<file path="config.mk">
export PLATFORM = sky130hd
export DESIGN_NAME = lru_key_value_cache
export DESIGN_NICKNAME = d
export VERILOG_FILES = /design/src/design/lkv_pkg.sv /design/src/design/lru_key_value_cache.sv /design/src/design/lkv_cell.sv
export SDC_FILE = /design/constraint.sdc
export NUM_CORES = 1
export LEC_CHECK = 0
export BUFFER_PORTS_ARGS = -buffer_cell sky130_fd_sc_hd__buf_2
export CAP_MARGIN = 25
export CORE_ASPECT_RATIO = 1.4
export CORE_MARGIN = 2
export CORE_UTILIZATION = 40
export DETAILED_ROUTE_END_ITERATION = 7
export PLACE_DENSITY_LB_ADDON = 0.08
export SLEW_MARGIN = 30
export SYNTH_ARGS = -nofsm -noshare
export SYNTH_HDL_FRONTEND = slang
export SYNTH_SLANG_ARGS = --single-unit
</file>
<file path="constraint.sdc">
create_clock -name clk_i -period 15.3 [get_ports clk_i]
set_input_delay 3.06 -clock clk_i [delete_from_list [all_inputs] [get_ports clk_i]]
set_output_delay 3.06 -clock clk_i [all_outputs]
set_load 0.1 [all_outputs]
</file>
<file path="src/design/lkv_pkg.sv">
// ----------------------------------------------------------------------------
// lkv_pkg: shared types and constants of the lru key/value cache
// entry layout, action codes and defaults used by the cell row and the top
// ----------------------------------------------------------------------------
`timescale 1ns / 1ps
`default_nettype none

package lkv_pkg;

  // field widths
  localparam int KeyW = 32;
  localparam int ValW = 32;
  localparam int CapW = 5;

  // defaults
  localparam int            MaxEntriesDef = 16;
  localparam logic [CapW-1:0] CapReset    = 5'd16;

  // value returned by a get that misses
  localparam logic [ValW-1:0] ReadMiss = '1;

  // action codes
  typedef enum logic [0:0] {
    ActGet = 1'b0,
    ActSet = 1'b1
  } action_e;

  // one stored entry
  typedef struct packed {
    logic            valid;
    logic [KeyW-1:0] key;
    logic [ValW-1:0] value;
  } entry_t;

endpackage : lkv_pkg

`default_nettype wire

</file>
<file path="src/design/lru_key_value_cache.sv">
// ----------------------------------------------------------------------------
// lru_key_value_cache: fully associative key/value cache with lru replacement
// entries sit in a row of cells ordered by recency, newest at the head
// ----------------------------------------------------------------------------
//  channel   | direction | handshake              | payload
//  ----------+-----------+------------------------+----------------------------
//  s_axis    | in        | s_axis_tvalid/tready   | tuser: action; tdata: key,value
//  m_axis    | out       | m_axis_tvalid/tready   | tuser: hit,evicted;
//            |           |                        | tdata: read_value,evicted_key
//  cfg       | in        | cfg_valid_i/cfg_ready_o| capacity
//
//  one item a cycle while the output is not stalled: the probe key is compared
//  with all cells at once and the row shifts in that same cycle; the result is
//  registered. the depth of the match chain and the or of values over the cells
//  set the critical path. a capacity write clears all valid flags.
//  reset empties the cache and sets the capacity to 16. a stalled output
//  holds its item; a new item is taken in the cycle the held one leaves.
// ----------------------------------------------------------------------------
`timescale 1ns / 1ps
`default_nettype none

module lru_key_value_cache
  import lkv_pkg::*;
#(
  parameter int MAX_ENTRIES = MaxEntriesDef
) (
  input  wire logic             clk_i,
  input  wire logic             rst_ni,
  // input items
  input  wire logic             s_axis_tvalid,
  output logic                  s_axis_tready,
  input  wire logic [63:0]      s_axis_tdata,   // [31:0] key, [63:32] value
  input  wire logic [0:0]       s_axis_tuser,   // [0] action
  // result items
  output logic                  m_axis_tvalid,
  input  wire logic             m_axis_tready,
  output logic [63:0]           m_axis_tdata,   // [31:0] read_value, [63:32] evicted_key
  output logic [1:0]            m_axis_tuser,   // [0] hit, [1] evicted
  // capacity register
  input  wire logic             cfg_valid_i,
  output logic                  cfg_ready_o,
  input  wire logic [CapW-1:0]  cfg_data_i
);

  localparam int CntW = $clog2(MAX_ENTRIES + 1);
  localparam int CmpW = (CntW > CapW) ? CntW : CapW;

  // registers
  logic [CapW-1:0]  cap_q;
  logic [CntW-1:0]  used_q, used_d;
  logic             out_valid_q, out_valid_d;
  logic             out_hit_q, out_evicted_q;
  logic [ValW-1:0]  out_rdata_q;
  logic [KeyW-1:0]  out_ekey_q;

  // item fields
  action_e          act;
  logic [KeyW-1:0]  in_key;
  logic [ValW-1:0]  in_value;
  logic             in_acc, cfg_acc;

  // row wiring
  entry_t               row_w   [MAX_ENTRIES+1];  // row_w[j] feeds cell j
  logic [MAX_ENTRIES:0] chain_w;                 // chain_w[j]: match at j or right
  logic [MAX_ENTRIES:0] valid_w;                 // valid_w[j]: cell j valid
  logic [MAX_ENTRIES-1:0] match, shift, last;

  // lookup results
  logic             hit, is_set, full, evict;
  logic [ValW-1:0]  hit_value, rdata;
  logic [KeyW-1:0]  ev_key;
  logic [CmpW-1:0]  cap_ext, eff_cap;

  assign act      = action_e'(s_axis_tuser[0]);
  assign in_key   = s_axis_tdata[KeyW-1:0];
  assign in_value = s_axis_tdata[KeyW+ValW-1:KeyW];

  assign s_axis_tready = !out_valid_q || m_axis_tready;
  assign cfg_ready_o   = 1'b1;
  assign in_acc        = s_axis_tvalid && s_axis_tready;
  assign cfg_acc       = cfg_valid_i;

  // effective capacity, clamped to 1 .. MAX_ENTRIES
  assign cap_ext = CmpW'(cap_q);
  always_comb begin
    if (cap_ext == '0) begin
      eff_cap = CmpW'(1);
    end else if (cap_ext > CmpW'(MAX_ENTRIES)) begin
      eff_cap = CmpW'(MAX_ENTRIES);
    end else begin
      eff_cap = cap_ext;
    end
  end

  assign full   = CmpW'(used_q) >= eff_cap;
  assign hit    = chain_w[0];
  assign is_set = (act == ActSet);
  assign evict  = is_set && !hit && full;

  // ends of the chains
  assign chain_w[MAX_ENTRIES] = 1'b0;
  assign valid_w[MAX_ENTRIES] = 1'b0;

  // value of the hit cell and key of the oldest cell
  always_comb begin
    hit_value = '0;
    ev_key    = '0;
    for (int j = 0; j < MAX_ENTRIES; j++) begin
      last[j] = valid_w[j] && !valid_w[j+1];
      if (match[j]) begin
        hit_value = hit_value | row_w[j+1].value;
      end
      if (last[j]) begin
        ev_key = ev_key | row_w[j+1].key;
      end
    end
  end

  // new head entry
  assign row_w[0] = '{valid: 1'b1, key: in_key, value: (is_set ? in_value : hit_value)};

  // which cells shift: up to the hit, or up to the insert point
  always_comb begin
    for (int j = 0; j < MAX_ENTRIES; j++) begin
      if (!in_acc) begin
        shift[j] = 1'b0;
      end else if (hit) begin
        shift[j] = chain_w[j];
      end else if (is_set) begin
        shift[j] = full ? valid_w[j] : (valid_w[j] || row_w[j].valid);
      end else begin
        shift[j] = 1'b0;
      end
    end
  end

  // the cell row
  for (genvar j = 0; j < MAX_ENTRIES; j++) begin : g_cell
    lkv_cell u_cell (
      .clk_i              (clk_i),
      .rst_ni             (rst_ni),
      .clear_i            (cfg_acc),
      .shift_i            (shift[j]),
      .entry_i            (row_w[j]),
      .key_i              (in_key),
      .match_right_i      (chain_w[j+1]),
      .entry_o            (row_w[j+1]),
      .match_o            (match[j]),
      .match_here_right_o (chain_w[j])
    );
    assign valid_w[j] = row_w[j+1].valid;
  end

  // fill count
  always_comb begin
    used_d = used_q;
    if (cfg_acc) begin
      used_d = '0;
    end else if (in_acc && is_set && !hit && !full) begin
      used_d = used_q + CntW'(1);
    end
  end

  // read data of the result
  always_comb begin
    if (is_set) begin
      rdata = '0;
    end else if (hit) begin
      rdata = hit_value;
    end else begin
      rdata = ReadMiss;
    end
  end

  // output valid
  always_comb begin
    out_valid_d = out_valid_q;
    if (in_acc) begin
      out_valid_d = 1'b1;
    end else if (m_axis_tready) begin
      out_valid_d = 1'b0;
    end
  end

  // control registers
  always_ff @(posedge clk_i or negedge rst_ni) begin
    if (!rst_ni) begin
      cap_q       <= CapReset;
      used_q      <= '0;
      out_valid_q <= 1'b0;
    end else begin
      if (cfg_acc) begin
        cap_q <= cfg_data_i;
      end
      used_q      <= used_d;
      out_valid_q <= out_valid_d;
    end
  end

  // result payload
  always_ff @(posedge clk_i) begin
    if (in_acc) begin
      out_hit_q     <= hit;
      out_evicted_q <= evict;
      out_rdata_q   <= rdata;
      out_ekey_q    <= evict ? ev_key : '0;
    end
  end

  assign m_axis_tvalid = out_valid_q;
  assign m_axis_tdata  = {out_ekey_q, out_rdata_q};
  assign m_axis_tuser  = {out_evicted_q, out_hit_q};

  // fill count agrees with the valid flags of the row
  a_used_count : assert property (@(posedge clk_i) disable iff (!rst_ni)
    $countones(valid_w) == int'(used_q))
    else $error("fill count differs from number of valid cells");

  // valid cells are packed at the head of the row
  a_packed : assert property (@(posedge clk_i) disable iff (!rst_ni)
    ((valid_w[MAX_ENTRIES-1:0] + MAX_ENTRIES'(1)) & valid_w[MAX_ENTRIES-1:0]) == '0)
    else $error("gap in the row of valid cells");

  // never more entries than the effective capacity
  a_cap : assert property (@(posedge clk_i) disable iff (!rst_ni)
    !cfg_acc |=> CmpW'(used_q) <= eff_cap || $past(cfg_acc))
    else $error("fill count above capacity");

  // an accepted set leaves a valid head entry holding its key
  a_set_head : assert property (@(posedge clk_i) disable iff (!rst_ni)
    in_acc && is_set && !cfg_acc |=> row_w[1].valid && row_w[1].key == $past(in_key))
    else $error("set item not at the head of the row");

endmodule : lru_key_value_cache

`default_nettype wire

</file>
<file path="src/design/lkv_cell.sv">
// ----------------------------------------------------------------------------
// lkv_cell: one place of the recency-ordered entry row
// holds one entry, compares it with the probe key and loads its left
// neighbour's entry when the row shifts through it
// ----------------------------------------------------------------------------
`timescale 1ns / 1ps
`default_nettype none

module lkv_cell
  import lkv_pkg::*;
(
  input  wire logic            clk_i,
  input  wire logic            rst_ni,
  input  wire logic            clear_i,        // empty the cell
  input  wire logic            shift_i,        // take the left neighbour's entry
  input  wire entry_t          entry_i,        // left neighbour (newer side)
  input  wire logic [KeyW-1:0] key_i,          // probe key
  input  wire logic            match_right_i,  // a match lies further right
  output entry_t               entry_o,
  output logic                 match_o,
  output logic                 match_here_right_o
);

  logic            valid_q, valid_d;
  logic [KeyW-1:0] key_q, key_d;
  logic [ValW-1:0] value_q, value_d;

  // next entry
  always_comb begin
    valid_d = valid_q;
    key_d   = key_q;
    value_d = value_q;
    if (clear_i) begin
      valid_d = 1'b0;
    end else if (shift_i) begin
      valid_d = entry_i.valid;
      key_d   = entry_i.key;
      value_d = entry_i.value;
    end
  end

  // valid flag
  always_ff @(posedge clk_i or negedge rst_ni) begin
    if (!rst_ni) begin
      valid_q <= 1'b0;
    end else begin
      valid_q <= valid_d;
    end
  end

  // key and value payload
  always_ff @(posedge clk_i) begin
    key_q   <= key_d;
    value_q <= value_d;
  end

  // compare and pass the match on towards the head
  assign match_o            = valid_q && (key_q == key_i);
  assign match_here_right_o = match_o || match_right_i;

  assign entry_o = '{valid: valid_q, key: key_q, value: value_q};

endmodule : lkv_cell

`default_nettype wire

</file>
* Yosys cells after proc, flatten, opt, wreduce, memory -nomap -nowiden
Cells that the tools add are included.
** Word-level totals
- Input port bits :: 75
- Register bits :: 1117
- Logic and storage cells :: 362
** Cells by class
- Reduce and logical (&&, ||, !) cells :: 121
- Eq/ne operators :: 16
- Multiplexer cells :: 136
- Magnitude comparators :: 2
- Add/subtract/negate cells :: 1
- Bitwise logic cells :: 31
** Operators by type and width (number)
- 32-bit 2-to-1 mux :: 34
- 32-bit bitwise OR :: 30
- 32-bit equality test :: 16
- 1-bit 2-to-1 mux :: 98
- 1-bit logical AND :: 37
- 2-bit nonzero test :: 18
- 2-bit AND reduction :: 16
- 1-bit logical OR :: 31
- 5-bit 2-to-1 mux :: 4
- 1-bit logical NOT :: 18
- 5-bit by 1-bit adder with 5-bit output (second input constant) :: 1
- 5-bit greater-or-equal comparator :: 1
- 5-bit > comparator (second input constant) :: 1
- 5-bit logical NOT :: 1
- 1-bit inverter :: 1

* Logic depth before layout (Yosys ltp)
- Word-level depth :: 34
- Gate-level depth with buffers :: 15
- Depth with buffers taken out :: 13

* Cells and area by module
Synthesis repeated with hierarchy kept, for this count alone.
** Second synthesis, totals
- Cells, all modules :: 2983
- Area, all modules :: 46629.7 um^2
** Modules (own cells, without submodules)
- lkv_cell :: area each 2336.0 um^2, times used 16, sequential area each 1946.9 um^2, cells each 115
- lru_key_value_cache :: area each 9253.9 um^2, times used 1, sequential area each 2258.4 um^2, cells each 1143

* Worst setup path before layout
OpenSTA, ideal clock, no wires.
- Kind :: input-to-reg
- From :: input s_axis_tdata[22]
- To :: register g_cell[2].u_cell.key_q[0] (enable)
- Arrival :: 8.534 ns
- Stages :: 10
- Path slack :: 6.242 ns
- Path through :: buf_2 -> buf_4 -> xnor2_1 -> nand4_1 -> or4_4 -> nor4_4 -> nor3_1 -> and4_4 -> buf_6 -> a31oi_1
** Between the ends
- Cells in the longest elaborated chain, start to end :: 20
- Elaborated cells on any way between the ends :: 50
** Ends and longest elaborated chain
- from (decl) :: line lru_key_value_cache.sv:32 : input wire logic [63:0] s_axis_tdata,
- 32-bit equality test :: line lkv_cell.sv:58 : assign match_o = valid_q && (key_q == key_i);
- 1-bit logical AND :: line lkv_cell.sv:58
- 1-bit logical OR (15 in series) :: line lkv_cell.sv:59 : assign match_here_right_o = match_o || match_right_i;
- 1-bit 2-to-1 mux * :: line lru_key_value_cache.sv:127 : end else if (hit) begin
- 1-bit 2-to-1 mux * :: line lru_key_value_cache.sv:125 : if (!in_acc) begin
- 2-bit AND reduction (no line) *
- to (signal assigned) :: line lkv_cell.sv:53 : key_q <= key_d;
- to (decl) :: line lkv_cell.sv:25 : logic [KeyW-1:0] key_q, key_d;
Mark *: on every way between the ends. The rest lies on a longest branch, timed or not.
A chain may end at the register's enable or synchronous reset.

* Worst setup path in the final report
- From :: input s_axis_tdata[3]
- To :: register g_cell[15].u_cell.key_q[2] (enable)
** Between the ends
- Cells in the longest elaborated chain, start to end :: 20
- Elaborated cells on any way between the ends :: 50
** Ends and longest elaborated chain (line)
- 32-bit equality test :: lkv_cell.sv:58
- 1-bit logical AND :: lkv_cell.sv:58
- 1-bit logical OR (15 in series) :: lkv_cell.sv:59
- 1-bit 2-to-1 mux * :: lru_key_value_cache.sv:127
- 1-bit 2-to-1 mux * :: lru_key_value_cache.sv:125
- 2-bit AND reduction (no line) *
- to (signal assigned) :: lkv_cell.sv:53
- to (decl) :: lkv_cell.sv:25
Marked as above.

==> flow_summary.toml <==
[critical_path]
critPathCaptureType = "flop"
crit_fanout = 41
required_ps = 15620
endpoint = "g_cell[15].u_cell.key_q[2]"
ff2ff_setup_slack_ps = 9720
r2r_cells = 12
crit_start = "s_axis_tdata[3]"
reg2reg_to = "g_cell[15].u_cell.key_q[2]"
timing.rr.start = "g_cell[13].u_cell.key_q[3]"
start_kind = "input port"
worstSetupPathType = "in2reg"
cp.arrival_ps = 8120

[routing]
drt-initial-drc-count = 4225
drc = 0
ant_nets = 0
dr.pass1.iters = 6
viasPerCell = 6.430
wirelength_microns = 212900
vias = 31740
wire_per_inst_microns = 43.13

[final_layout]
drive_above_1_share_pct = 15.72
final_nets = 3317
area_delta_synth_final_pct = 14.16
fin_cells = 4936

[global_routing]
grt_max_degree = 46
overflow = 0
grt_pass1_vias = 31150
grtUsageTotal_pct = 34.76
grt_pass1_wl_microns = 284700
antenna_found_initial = 14

[hold_path]
min_path_cells = 0
hold_class = "reg2reg"

[cts]
tritoncts = "yes"
hold_buffers = 0
cts_buffers = 113
post_cts_buffers = 0
ctsHtreeMaxLevel = 3
cts.path.max_buffers = 3
worstSkewPairLatency_ps = 750
clock_sinks = 1117
cts_resized = 0
root_buffer = "clkbuf_16"
clkTransAtPathRegs_ps = 60

[die]
die_h_microns = 412.8
io_pins = 144
die_area_sq_um = 122200
row_count = 150
die_width_microns = 296.0
initial_core_util_pct = 40.13
coreArea_sq_um = 119000

[sta]
hold_viol_final = 0
tightest_slew_ps = 1055
finalSetupViolations = 0
rsz0062_at_grt = "no"
drv_slew = 0
setup_tns_ps = 0
post-route-min-period_ps = 7794
skew_ps = 49.50
period_share_pct = 50.94
maxSlewHeadroom_pct = 29.69
max_freq_ghz = 0.1283

[synth]
yosys.area_share.simple_pct = 6.066
synth_xor_area_share_pct = 9.371
synth_top_family_by_area = "compound AO/OA/AOI/OAI gates"
synth_cells = 3098
seq_area_frac_synth_pct = 69.97
synth_area_leader_cell = "edfxtp_1"
synth_edf_count = 1090
ys_seq_elements = 1117
yosys-top-cells-area = "edfxtp_1, xor2_1, xnor2_1"
syn_area_sq_um = 47750
syn_nets = 3179
synth_compound_area_share_pct = 10.79
muxShareOfSynthArea_pct = 0.7861
synth_cell_type_count = 66
ys.flop_type = "edfxtp_1"
synth_top_area_share_pct = 68.55
synth-async-reset-ratio_pct = 2.417
synthAdderAreaFrac_pct = 0.1572
yosysWarningCount = 0
syn_avg_cell_area_sq_um = 15.41

[place]
place_congestion = 1.088
port_buffers = 142
dp.cells = 4715
dp_hpwl_microns = 140700

[power_and_ir_drop]
irDropWorstVdd_uv = 112.9
powerDensity_nw_per_um2 = 128.8
leakage_nw = 17.76

[run]
drv_cap = 0

[outcome]
status = "completed"
[state kept, by name (all words and copies together) (netlist names)]
register               cells
g_cell.u_cell.value_q    512
out_rdata_q               32
g_cell.u_cell.valid_q     16
used_q                     5
g_cell.u_cell.key_q      512
out_evicted_q              1
out_ekey_q                32
m_axis_tvalid              1
out_hit_q                  1
cap_ext                    5
[synthesized netlist by cell type, drive strengths merged, types with 3 or more instances]
master,count
nand4,67
and3,18
nand2b,10
a31oi,18
o2bb2ai,8
clkbuf,96
nor2,111
xnor2,226
ha,6
a21o,16
dfrtp,26
o21ai,13
nor3,19
nor2b,15
buf,108
mux2i,33
nand2,57
o21a,8
inv,40
a211oi,4
a221oi,130
or3,8
and4,4
mux2,4
nor4,88
a21oi,68
edfxtp,1090
xor2,284
or4,10
a22o,130
nand3,111
nand4b,3
a22oi,252
and2,3
[placed cells by master, fill, tap and decap left out, drive strengths merged, types with 18 or more instances in the layout]
cell,netlist,routed
buf,108,227
a21oi,68,68
xnor2,226,226
a31oi,18,18
nor4,88,88
dfrtp,26,26
clkinv,0,54
xor2,284,284
nand2,57,57
a221oi,130,130
inv,40,42
nand3,111,111
a22oi,252,252
edfxtp,1090,1090
and3,18,18
clkbuf,96,125
nor3,19,19
nand4,67,67
mux2i,33,33
a22o,130,130
bufinv,0,23
nor2,111,111
[critical path, stage by stage]
cell and delay, ps:
buf_2 300, xnor2_1 840, nand4_1 230, or4_1 770
nor4_4 290, buf_4 590, nor3_1 230, and4_4 320
and2_4 240, a21oi_1 230, nor2_4 170, buf_16 250
buf_4 390
[cell families after synthesis]
logic type                 Yosys count
DFF                               1117
AOI/OAI and AO/OA                  654
and+or+nand+nor                    529
xor gates and xnor gates           510
buffers and inverters              244
muxes                               37
adders and majority gates            6
other                                1
[how the worst min path moves through the flow]
stage	start	end	slack, ps
floorplan	g_cell[9].u_cell.value_q[14]	g_cell[10].u_cell.value_q[14]	430
global placement	g_cell[2].u_cell.value_q[21]	g_cell[3].u_cell.value_q[21]	430
detailed placement	g_cell[1].u_cell.value_q[5]	g_cell[2].u_cell.value_q[5]	430
CTS	g_cell[6].u_cell.value_q[12]	g_cell[7].u_cell.value_q[12]	440
global route	g_cell[14].u_cell.value_q[28]	g_cell[15].u_cell.value_q[28]	450
finish	g_cell[6].u_cell.value_q[12]	g_cell[7].u_cell.value_q[12]	440
[area by class of cell]
class | count | area, sq um
fill | 10500 | 64480
sequential | 1117 | 33410
multi-input combinational | 1737 | 13490
clock buffer | 125 | 2915
tap | 1596 | 1997
timing repair buffer | 227 | 1426
clock inverter | 88 | 1102
inverter | 40 | 152.6
antenna | 6 | 15.01
[metal layers]
layer / global-route usage, % / routed length (microns) / part of all wire [%]
met5: 0 / 56 / 0.026
met4: 24.00 / 17500 / 8.2
met3: 6.006 / 16640 / 7.8
met2: 57.53 / 103300 / 49
met1: 41.25 / 75360 / 35
[report_power, final]
group          leakage [nW]  internal [mW]  switching, mW
logic                  5.59          0.133          0.429
clock network          1.94           1.77           1.28
registers              10.2           3.37         0.0384
[metrics by stage]
| step | setup WS (ps) | hold slack [ps] | power [mW] | utilization, % | area (sq um) |
|---|---|---|---|---|---|
| 4_1_cts | 7471 | 439.4 | 7.042 | 45.72 | 54410 |
| 2_1_floorplan | 6242 | 426.4 | 3.788 | - | 47750 |
| 6_report | 7506 | 436.9 | 7.023 | 45.81 | 54510 |
| 5_1_grt | 7470 | 453.4 | 7.168 | 45.80 | 54490 |
| 3_3_place_gp | 6384 | 428.5 | 4.023 | 42.24 | 50260 |
| 3_5_place_dp | 6693 | 433.5 | 4.023 | 42.35 | 50390 |
(Power assumes the default switching activity.)
